## config.mk

```make
export PLATFORM = sky130hd
export DESIGN_NAME = klt_ram
export DESIGN_NICKNAME = d
export VERILOG_FILES = /design/src/hdl/assert_macros.svh /design/src/hdl/klt_ram.sv
export SDC_FILE = /design/constraint.sdc
export NUM_CORES = 1
export LEC_CHECK = 0
export ABC_AREA = 1
export ABC_CLOCK_PERIOD_IN_PS = 1300
export BUFFER_PORTS_ARGS = -buffer_cell sky130_fd_sc_hd__buf_4
export CORE_MARGIN = 1
export CORE_UTILIZATION = 52
export DETAILED_ROUTE_END_ITERATION = 7
export HOLD_SLACK_MARGIN = 0.1
export PLACE_DENSITY = 0.78
export REMOVE_ABC_BUFFERS = 1
export SLEW_MARGIN = 40
export SYNTH_ARGS = -nofsm -noshare
export SYNTH_HDL_FRONTEND = slang
export SYNTH_SLANG_ARGS = --single-unit
```

## constraint.sdc

```tcl
create_clock -name clk -period 1.3 [get_ports clk]
set_input_delay 0.13 -clock clk [delete_from_list [all_inputs] [get_ports clk]]
set_output_delay 0.13 -clock clk [all_outputs]
set_load 0.02 [all_outputs]
```

## src/hdl/assert_macros.svh

```systemverilog
// ----------------------------------------------------------------------------
// assert_macros.svh
// concurrent assertion helpers, compiled out under SYNTHESIS
// ----------------------------------------------------------------------------
`ifndef ASSERT_MACROS_SVH
`define ASSERT_MACROS_SVH
`ifndef SYNTHESIS
`define ASSERT_CLK(label, clk, rst_n, prop, msg) \
  label: assert property (@(posedge clk) disable iff (!rst_n) prop) else $error(msg);
`define ASSERT_NORST(label, clk, prop, msg) \
  label: assert property (@(posedge clk) prop) else $error(msg);
`else
`define ASSERT_CLK(label, clk, rst_n, prop, msg)
`define ASSERT_NORST(label, clk, prop, msg)
`endif
`endif

```

## src/hdl/klt_ram.sv

```systemverilog
// ----------------------------------------------------------------------------
// klt_ram
// generic single write, single read ram with registered read data
// ----------------------------------------------------------------------------
`default_nettype none
module klt_ram #(
  parameter int WIDTH = 8,
  parameter int DEPTH = 16
) (
  input  wire logic                     clk,
  input  wire logic                     wr_en,
  input  wire logic [$clog2(DEPTH)-1:0] wr_addr,
  input  wire logic [WIDTH-1:0]         wr_data,
  input  wire logic [$clog2(DEPTH)-1:0] rd_addr,
  output logic      [WIDTH-1:0]         rd_data
);

  logic [WIDTH-1:0] mem [DEPTH];

  always_ff @(posedge clk) begin
    if (wr_en) begin
      mem[wr_addr] <= wr_data;
    end
    rd_data <= mem[rd_addr];
  end

endmodule
`default_nettype wire

```

==> flow_summary.ini <==
[clock_tree]
clk_pin_slew_ps = 60
clk_path_buf_depth = 2
insertion_delay_ps = 520
cts_resized = 0
htree_levels = 4
cts.sinks = 136
cts_buffers = 17
cts_tree = yes
cts_root_buf = clkbuf_8

[global_route]
grtUsageMet3_pct = 5.15
grt_pass1_vias = 3995
grt.busiest_layer = met2
antenna_found_initial = 0
grt_pass1_wl_um = 20700
grt_util_all_layers_pct = 25.0
met2_usage_pct = 41.1
grt_max_degree = 65
gr-usage-met1_pct = 31.0
overflow = 0

[setup_path]
crit_path_max_incr_delay_ps = 360
cp.buffers_inverters = 1
rr_worst_depth = 6
arrival_ps = 1050
cp_slowest_cell = dfxtp_1
crit_family = flip-flops
path_cells = buf_4
crit_fanout = 1
end_kind = primary output
r2r-start = mem[8][5]$_DFFE_PP_
endpoint = rd_data[4]
startpoint = rd_data[4]$_DFF_P_
startpoint_type = flip-flop
worstReg2RegEnd = rd_data[5]$_DFF_P_
cp_num_cells = 1
reg2reg_slack_ps = 290
crit_type = reg2out
crit_required_ps = 1170

[synth]
synth.most_common_cell = nand2_1
syn-cell-area_sq_mm = 0.00577
synthFlopType = edfxtp_1
synth_enable_flop_cells = 128
synth_top_area_share_pct = 66.7
syn_area_per_cell_sq_um = 10.5
yosysWarningCount = 0
ys_seq_elements = 136
ys_seq_area_share_pct = 69.4
synth_top_cells_by_count = nand2_1 (173), edfxtp_1 (128), inv_1 (100)
netlist_instances = 551
yosysTopAreaCell = edfxtp_1
synthArstFlopShare_pct = 0
synth_area_leaders = edfxtp_1 (67%), nand2_1 (11%), nand3_1 (8.4%)
ys_types = 12

[place]
post_dp_cell_area_sq_mm = 0.00619
gp_congestion = 0.795
hpwl_um = 7650
placed_cells = 716
portBuffers = 25

[sta]
finalCriticalPeriod_ps = 1180
hold-worst-slack_ps = 265
clock_skew_ps = 9.56
worst_pin_slew_ps = 321
timing.fmax_ghz = 0.850
fin_setup_tns_ps = 0
slew_violations = 0
min_period_over_period_pct = 90.5
max_slew_margin_pct = 78.6
rsz0062_at_grt = false
setup_violations = 0
final_hold_viol_count = 0

[cells_and_area]
final_cells = 759
antenna_cells = 0
fillCellCount = 790
nNetsFinal = 624
final_area_sq_mm = 0.00689
area_delta_synth_final_pct = 19.4
drive_above_1_share_pct = 12.3

[floorplanning]
initial_core_util_pct = 53.2
dieHeight_um = 107
dieWidth_um = 107
dieArea_sq_mm = 0.0115
placementRows = 38
io_pins = 26
core-area_sq_mm = 0.0108

[drt]
drc = 0
antenna_left = 0
wl_um = 12900
vias = 4014
routedWlPerCell_um = 17.0
drt_iter0_drc = 361
dr.pass1.iters = 5
via_per_inst = 5.29

[power_and_ir_drop]
power.leakage_nw = 3.01
p_per_area_mw_per_mm2 = 1500
ir_drop_mv = 0.959

[min_path]
hold_path_class = in2reg

[run]
maxCapViolCount = 0

[status]
status = finished clean
[what timing repair did]
item,in CTS,in global routing
hold buffers,11,0
buffers inserted,0,0
hold endpoints to repair,136,0
[routing by layer]
metal	vias up	wire length (um)
li1	1885	-
met1	1901	4910
met2	182	6440
met3	46	1010
met4	0	571
met5	-	0
[metrics by stage]
| stage | util, % | total power, mW | setup slack, ps |
|---|---|---|---|
| after floorplan | - | 5.32 | 190 |
| after global placement | 57.1 | 5.65 | 169 |
| after detailed placement | 57.1 | 5.68 | 100 |
| after CTS | 63.5 | 10.3 | 104 |
| after global routing | 63.5 | 10.6 | 76.0 |
| final | 63.5 | 10.3 | 124 |
[worst min path at each step]
stage                     slack [ps]       start                  end  depth (start not counted)
after floorplan                  230  wr_data[0]  mem[0][0]$_DFFE_PP_                          0
after global placement           430  wr_data[4]  mem[3][4]$_DFFE_PP_                          1
after detailed placement         440  wr_data[4]  mem[3][4]$_DFFE_PP_                          1
after CTS                        240       wr_en  mem[2][6]$_DFFE_PP_                          4
after global routing             280  wr_addr[0]  mem[5][5]$_DFFE_PP_                          4
final                            270       wr_en  mem[3][1]$_DFFE_PP_                          4
[power by group]
group / internal [mW] / switching (mW)
clock network: 3.04 / 1.63
registers: 4.90 / 0.0357
logic: 0.243 / 0.445
[state kept, by name, summed over array words and instances (netlist names)]
name / cells
mem: 128
rd_data: 8
[logic make-up (layout without fill, tap and decap cells)]
logic type	count (synthesis)	in the layout	synth area share, %
DFF	136	136	69.4
buffers and inverters	126	194	9.52
and+or+nand+nor	289	289	21.0
[layout by cell type, fill, tap and decap left out, types with 4 or more instances in the layout]
cell and n:
clkbuf_1 7, buf_12 4, clkbuf_16 16, inv_1 100
nand3_1 97, clkbuf_8 7, dlygate4sd3_1 11, buf_4 45
dfxtp_1 8, nor2_1 17, nand2_1 173, edfxtp_1 128
[cell type report]
type / instances / area, sq um / area share [%]
Clock inverter: 2 / 60.1 / 0.872
Tap cell: 140 / 175 / 2.54
Sequential cell: 136 / 4000 / 58.1
Timing Repair Buffer: 60 / 528 / 7.67
Clock buffer: 30 / 523 / 7.59
Inverter: 102 / 383 / 5.56
Multi-Input combinational cell: 289 / 1210 / 17.6
Note: power is estimated with default switching activity, not from simulation.
