===== config.mk =====
export PLATFORM = sky130hd
export DESIGN_NAME = klt_ctrl
export DESIGN_NICKNAME = d
export VERILOG_FILES = /design/src/hdl/assert_macros.svh /design/src/hdl/klt_pkg.sv /design/src/hdl/klt_ctrl.sv
export SDC_FILE = /design/constraint.sdc
export NUM_CORES = 1
export LEC_CHECK = 0
export ABC_CLOCK_PERIOD_IN_PS = 14600
export BUFFER_PORTS_ARGS = -buffer_cell sky130_fd_sc_hd__buf_2
export CAP_MARGIN = 20
export CORE_ASPECT_RATIO = 2
export CORE_UTILIZATION = 40
export CTS_BUF_LIST = sky130_fd_sc_hd__clkbuf_16
export CTS_CLUSTER_DIAMETER = 40
export DETAILED_ROUTE_END_ITERATION = 8
export PLACE_DENSITY = 0.62
export REMOVE_ABC_BUFFERS = 1
export SKIP_CTS_REPAIR_TIMING = 1
export SYNTH_ARGS = -nofsm -noshare
export SYNTH_HDL_FRONTEND = slang
export SYNTH_SLANG_ARGS = --single-unit

===== constraint.sdc =====
create_clock -name clk -period 14.6 [get_ports clk]
set_clock_uncertainty 0.2 [all_clocks]
set_input_delay 2.92 -clock clk [delete_from_list [all_inputs] [get_ports clk]]
set_output_delay 2.92 -clock clk [all_outputs]
set_load 0.02 [all_outputs]

===== src/hdl/assert_macros.svh =====
// ----------------------------------------------------------------------------
// assert_macros.svh
// concurrent assertion helpers, compiled out under SYNTHESIS
// ----------------------------------------------------------------------------
`ifndef ASSERT_MACROS_SVH
`define ASSERT_MACROS_SVH
`ifndef SYNTHESIS
`define ASSERT_CLK(label, clk, rst_n, prop, msg) \
  label: assert property (@(posedge clk) disable iff (!rst_n) prop) else $error(msg);
`define ASSERT_NORST(label, clk, prop, msg) \
  label: assert property (@(posedge clk) prop) else $error(msg);
`else
`define ASSERT_CLK(label, clk, rst_n, prop, msg)
`define ASSERT_NORST(label, clk, prop, msg)
`endif
`endif


===== src/hdl/klt_pkg.sv =====
// ----------------------------------------------------------------------------
// klt_pkg
// types, constants and helpers of the keyed level table
// ----------------------------------------------------------------------------
`default_nettype none
package klt_pkg;

  localparam int DEPTH   = 1024;
  localparam int AW      = $clog2(DEPTH);
  localparam int CW      = $clog2(DEPTH + 1);
  localparam int COUNT_W = 11;

  typedef logic [AW-1:0] addr_t;
  typedef logic [CW-1:0] cnt_t;

  localparam cnt_t CNT_ONE   = CW'(1);
  localparam cnt_t CNT_DEPTH = CW'(DEPTH);

  localparam logic [2:0] OP_ADD        = 3'd0;
  localparam logic [2:0] OP_DELETE     = 3'd1;
  localparam logic [2:0] OP_FIND       = 3'd2;
  localparam logic [2:0] OP_CAN_ADD    = 3'd3;
  localparam logic [2:0] OP_SET_ACTIVE = 3'd4;
  localparam logic [2:0] OP_CLEAR      = 3'd5;

  typedef struct packed {
    logic [2:0]  op;
    logic [15:0] recipe_id;
    logic [15:0] level;
    logic        active_flag;
  } req_t;

  typedef struct packed {
    logic               ok;
    logic               found_active;
    logic [COUNT_W-1:0] entry_count;
  } rsp_t;

  typedef struct packed {
    logic [15:0] id;
    logic [15:0] level;
    logic        active;
  } entry_t;

  localparam int ENTRY_W = $bits(entry_t);

  typedef struct packed {
    logic idle;
    cnt_t count;
  } ctl_stat_t;

  function automatic logic [COUNT_W-1:0] cnt_to_rsp(input cnt_t c);
    return COUNT_W'(c);
  endfunction

  function automatic addr_t cnt_to_addr(input cnt_t c);
    return c[AW-1:0];
  endfunction

  function automatic logic is_scan_op(input logic [2:0] op);
    return (op == OP_ADD) || (op == OP_DELETE) || (op == OP_FIND) ||
           (op == OP_CAN_ADD) || (op == OP_SET_ACTIVE);
  endfunction

endpackage
`default_nettype wire


===== src/hdl/klt_ctrl.sv =====
// ----------------------------------------------------------------------------
// klt_ctrl
// sequencer with shared id compare: scans slots, then executes the request and may update the table
// ----------------------------------------------------------------------------
`default_nettype none
module klt_ctrl (
  input  wire logic                clk,
  input  wire logic                rst_n,
  input  wire logic                req_valid,
  input  wire klt_pkg::req_t       req,
  output klt_pkg::ctl_stat_t       stat,
  input  wire logic                res_ready,
  output logic                     res_valid,
  output klt_pkg::rsp_t            res,
  output logic                     wr_en,
  output klt_pkg::addr_t           wr_addr,
  output klt_pkg::entry_t          wr_data,
  output klt_pkg::addr_t           rd_addr,
  input  wire klt_pkg::entry_t     rd_data
);

  typedef enum logic [5:0] {
    ST_IDLE = 6'b000001,
    ST_SCAN = 6'b000010,
    ST_EXEC = 6'b000100,
    ST_LAST = 6'b001000,
    ST_MOVE = 6'b010000,
    ST_RESP = 6'b100000
  } state_t;

  state_t            state_r, state_nxt;
  klt_pkg::cnt_t     cnt_r, cnt_nxt;
  klt_pkg::req_t     req_r, req_nxt;
  klt_pkg::cnt_t     idx_r, idx_nxt;
  logic              chk_r, chk_nxt;
  klt_pkg::addr_t    chk_idx_r, chk_idx_nxt;
  logic              hit_r, hit_nxt;
  klt_pkg::addr_t    slot_r, slot_nxt;
  klt_pkg::entry_t   hit_ent_r, hit_ent_nxt;
  logic              ok_r, ok_nxt;
  logic              fact_r, fact_nxt;
  logic              more;
  logic              exact;
  klt_pkg::cnt_t     last_cnt;
  klt_pkg::entry_t   new_ent;

  assign more     = idx_r < cnt_r;
  assign exact    = hit_r && (hit_ent_r.level == req_r.level);
  assign last_cnt = cnt_r - klt_pkg::CNT_ONE;
  assign new_ent  = '{id: req_r.recipe_id, level: req_r.level, active: req_r.active_flag};

  always_comb begin
    state_nxt   = state_r;
    cnt_nxt     = cnt_r;
    req_nxt     = req_r;
    idx_nxt     = idx_r;
    chk_nxt     = chk_r;
    chk_idx_nxt = chk_idx_r;
    hit_nxt     = hit_r;
    slot_nxt    = slot_r;
    hit_ent_nxt = hit_ent_r;
    ok_nxt      = ok_r;
    fact_nxt    = fact_r;
    wr_en       = 1'b0;
    wr_addr     = slot_r;
    wr_data     = new_ent;
    rd_addr     = klt_pkg::cnt_to_addr(idx_r);
    res_valid   = 1'b0;
    case (state_r)
      ST_IDLE: begin
        if (req_valid) begin
          req_nxt = req;
          idx_nxt = '0;
          chk_nxt = 1'b0;
          hit_nxt = 1'b0;
          if (klt_pkg::is_scan_op(req.op) && (cnt_r != '0)) begin
            state_nxt = ST_SCAN;
          end else begin
            state_nxt = ST_EXEC;
          end
        end
      end
      ST_SCAN: begin
        chk_nxt = more;
        if (more) begin
          idx_nxt     = idx_r + klt_pkg::CNT_ONE;
          chk_idx_nxt = klt_pkg::cnt_to_addr(idx_r);
        end
        if (chk_r && (rd_data.id == req_r.recipe_id)) begin
          hit_nxt     = 1'b1;
          slot_nxt    = chk_idx_r;
          hit_ent_nxt = rd_data;
          state_nxt   = ST_EXEC;
        end else if (!chk_r && !more) begin
          state_nxt = ST_EXEC;
        end
      end
      ST_EXEC: begin
        ok_nxt    = 1'b0;
        fact_nxt  = 1'b0;
        state_nxt = ST_RESP;
        case (req_r.op)
          klt_pkg::OP_ADD: begin
            if (hit_r) begin
              ok_nxt = 1'b1;
              if (hit_ent_r.level < req_r.level) begin
                wr_en = 1'b1;
              end
            end else if (cnt_r < klt_pkg::CNT_DEPTH) begin
              wr_en   = 1'b1;
              wr_addr = klt_pkg::cnt_to_addr(cnt_r);
              cnt_nxt = cnt_r + klt_pkg::CNT_ONE;
              ok_nxt  = 1'b1;
            end
          end
          klt_pkg::OP_DELETE: begin
            if (exact) begin
              state_nxt = ST_LAST;
            end
          end
          klt_pkg::OP_FIND: begin
            ok_nxt   = exact;
            fact_nxt = exact && hit_ent_r.active;
          end
          klt_pkg::OP_CAN_ADD: begin
            ok_nxt = !(hit_r && (hit_ent_r.level >= req_r.level));
          end
          klt_pkg::OP_SET_ACTIVE: begin
            if (exact) begin
              wr_en   = 1'b1;
              wr_data = '{id: hit_ent_r.id, level: hit_ent_r.level,
                          active: req_r.active_flag};
              ok_nxt  = 1'b1;
            end
          end
          klt_pkg::OP_CLEAR: begin
            cnt_nxt = '0;
            ok_nxt  = 1'b1;
          end
          default: begin
            ok_nxt = 1'b0;
          end
        endcase
      end
      ST_LAST: begin
        rd_addr   = klt_pkg::cnt_to_addr(last_cnt);
        state_nxt = ST_MOVE;
      end
      ST_MOVE: begin
        // last entry fills the freed slot
        wr_en     = 1'b1;
        wr_data   = rd_data;
        cnt_nxt   = last_cnt;
        ok_nxt    = 1'b1;
        state_nxt = ST_RESP;
      end
      ST_RESP: begin
        res_valid = 1'b1;
        if (res_ready) begin
          state_nxt = ST_IDLE;
        end
      end
      default: begin
        state_nxt = ST_IDLE;
      end
    endcase
  end

  always_ff @(posedge clk) begin
    if (!rst_n) begin
      state_r <= ST_IDLE;
      cnt_r   <= '0;
    end else begin
      state_r <= state_nxt;
      cnt_r   <= cnt_nxt;
    end
  end

  always_ff @(posedge clk) begin
    req_r     <= req_nxt;
    idx_r     <= idx_nxt;
    chk_r     <= chk_nxt;
    chk_idx_r <= chk_idx_nxt;
    hit_r     <= hit_nxt;
    slot_r    <= slot_nxt;
    hit_ent_r <= hit_ent_nxt;
    ok_r      <= ok_nxt;
    fact_r    <= fact_nxt;
  end

  assign res  = '{ok: ok_r, found_active: fact_r,
                  entry_count: klt_pkg::cnt_to_rsp(cnt_r)};
  assign stat = '{idle: (state_r == ST_IDLE), count: cnt_r};

endmodule
`default_nettype wire

==> impl_results.md <==
- Flip-flop and latch count after synthesis: ~120
- Core Region: 15700 um2
- DP Worst Slack: 7990 ps
- Clock Power Share: 40.9%
- DP Area: roughly 7200 um2
- Drt first pass iters: 4
- Ys flop type: edfxtp_1
- WS Path Type: in -> out
- Die Height: roughly 180 um
- Fin crit share: 45.3%
- Clk_lat worst skew: 420 ps
- Post-synth EDFFs: about 100
- Via count: 5160
- Setup crit end kind: output port
- Placer Congestion: 0.882
- Register area share after synthesis: 54.2%
- DP HPWL: 12900 um
- Switch Pwr: roughly 300 uW
- Cell family with most CP delay: buffers and inverters
- Area Growth Syn to Fin: 22.6%
- CP max-delay cell: a22oi_1
- Min cycle time layout: 6610 ps
- # rows: 65
- Final Power: 1.01 mW
- Avg Vias per Cell: 5.34
- Critical path cell sequence: buf_2, a22oi_1, nand2_1, buf_2
- Starting density of the core: 40.7%
- Post-synth cell types: a little under 60
- Htree depth: 4
- Sum of negative setup slack: 0 ps
- Sequential Power Share: 42.9%
- Final non-filler cell area: 7830 um2
- Mapped Cells: ~600
- Power Density: 129 nW/um2
- Vias in the first global route: 5198
- Die Area: around 17000 um2
- Worst Path Arrival: 3490 ps
- Internal power: 710 uW
- RSZ-0062 raised after global routing: no
- Largest stage delay, worst path: 170 ps
- Tot GR Track Use: 21.6%
- CTS max path bufs: 2
- Initial antenna violation count: 4
- Critical Path Start Type: input port
- Setup violators final: 0
- Drt wl/cell: 17.9 um
- Hold Vio Cnt, Final: 0
- FFs w/ async S/R, synth: 0%
- Clock slew at reported path FFs: 60 ps
- Root buffer cell: clkbuf_16
- NumNets Final: 851
- PortBufs: 152
- Setup WS post-layout: between 7000 and 8000 ps
- TritonCTS Sinks: 121
- DRC Markers: 0
- Worst Path Max Fanout: 3
- Switching Fraction: 29.8%
- Routed WL: approximately 17000 um
- Iteration-0 DRC Markers: 208
- CP bufs+invs: 2
- Average size of a mapped cell: roughly 10 um2
- Overflow after GRT: 0
- Synthesized cell area: between 6000 and 7000 um2
- First-pass GRT wire length: 26800 um
- Hold crit path type: reg -> reg
- Io pins: 153
- Maxcap violations: 0
- Share of cells above drive strength 1: 26.2%
- Combinational share of power: 16.1%
- Slew Viols, Final: 0
- Synth Warn #: 0
- CTS buffer count: 17
- CTS tree: built
- CP dominant cell by count: buf_2
- Largest net degree at the start of global routing: 43
- Hold WS: approximately 220 ps
- Slew margin rel.: 28.4%
- Max VDD drop: 0.0772 mV
- Worst slew pin tran: 1070 ps
- Leakage: 3.31 nW
- Status: finished clean
- Worst path required time: 11480 ps
- Antenna Nets Post-Route: 0
- FMAX: 151 MHz
- Die width: roughly 90 um
power by group through the flow:
stage          Combinational (mW)  Sequential [mW]  Clock (mW)
3_5_place_dp                0.165            0.441           0
5_1_grt                     0.182            0.437       0.434
4_1_cts                     0.165            0.434       0.424
3_3_place_gp                0.162            0.440           0
6_report                    0.163            0.434       0.414
2_1_floorplan               0.107            0.433           0
final cells by class:
cell class	count	area, um2
Clock buffer	17	425
Tap cell	201	251
Sequential cell	121	3460
Clock inverter	15	156
Inverter	38	143
Timing Repair Buffer	157	798
Antenna cell	4	10.0
Multi-Input combinational cell	414	2580
Fill cell	1508	7870
path summary, 6_finish.rpt:
kind	startpoint	end	slack, ps	depth (start not counted)
worst max register to register	cnt_r[8]	idx_r[8]	11410	7
worst min-delay path	chk_idx_r[9]	slot_r[9]	220	0
worst max-delay path	rd_data[19]	wr_data[19]	7990	4
worst min register to register	chk_idx_r[9]	slot_r[9]	220	0
synthesized netlist by cell type (2+ instances only):
cell type  count  area share [%]
edfxtp_1     104              49
nand2_1      104             6.1
nor2_1        38             2.2
inv_1         35             2.1
a22oi_1       34             4.0
a21oi_1       29             2.3
ha_1          29             5.7
o21ai_1       23             1.8
xor2_1        22             3.0
dfxtp_1       17             5.3
nand3_1       15             1.2
buf_2         14             1.1
buf_4         13             1.5
o21ai_0       13             1.0
clkbuf_1      12            0.71
xnor2_1       12             1.6
and3_1         8            0.78
nor4_1         8            0.78
a211oi_1       6            0.71
nand4_1        6            0.59
nor3_1         6            0.47
nand3b_1       5            0.59
o221ai_1       5            0.69
or3_1          5            0.49
a31oi_1        3            0.29
nand2b_1       3            0.29
o21a_1         3            0.35
o22ai_1        3            0.29
a221oi_1       2            0.27
and2_1         2            0.20
inv_2          2            0.12
nor2b_1        2            0.20
nor4_2         2            0.39
o211ai_1       2            0.23
or2_1          2            0.20
stage by stage:
stage	instances	util [%]
floorplan	573	-
global placement	931	46.1
detailed placement	931	46.1
CTS	963	49.8
global route	965	49.9
finish	967	49.9
layer usage:
layer / global-route usage, % / up-vias / routed length, um
li1: - / 2496 / -
met1: 21.0 / 2458 / 6230
met2: 41.0 / 174 / 9600
met3: 5.30 / 32 / 852
met4: 11.4 / 0 / 606
met5: 0 / - / 0
cells in the final DEF (no fill, tap or decap), drive strengths merged, types with 17 or more instances in the layout:
cell type	instances
xor2	22
dfxtp	17
nand2	104
edfxtp	104
a22oi	34
a21oi	29
o21ai	37
ha	29
buf	157
inv	47
nor2	38
clkbuf	17
kinds of logic (layout without fill, tap and decap cells):
logic type      Yosys count  after routing  synth area share (%)
simple gates            214            214                  15.9
other cells               0              4                     0
compound gates          136            136                  13.7
mux                       1              1                 0.176
flops                   121            121                  54.2
xor+xnor                 34             34                  4.66
buf+inv                  78            227                  5.74
fa+ha+maj                29             29                  5.68
worst register-to-register path: cells and delay by family (launching register included):
kind / cells / cell delay (ps)
compound gates: 4 / 1530
flops: 1 / 500
fa+ha+maj: 1 / 270
buf+inv: 1 / 220
simple gates: 1 / 90
flip-flops by register name (all words and copies together), names as in the netlist, 3 cells and up:
name,cells
cnt_r,11
new_ent,33
idx_r,11
hit_ent_r,33
req_r,3
state_r,6
chk_idx_r,10
slot_r,10
Note: power is estimated with default switching activity, not from simulation.
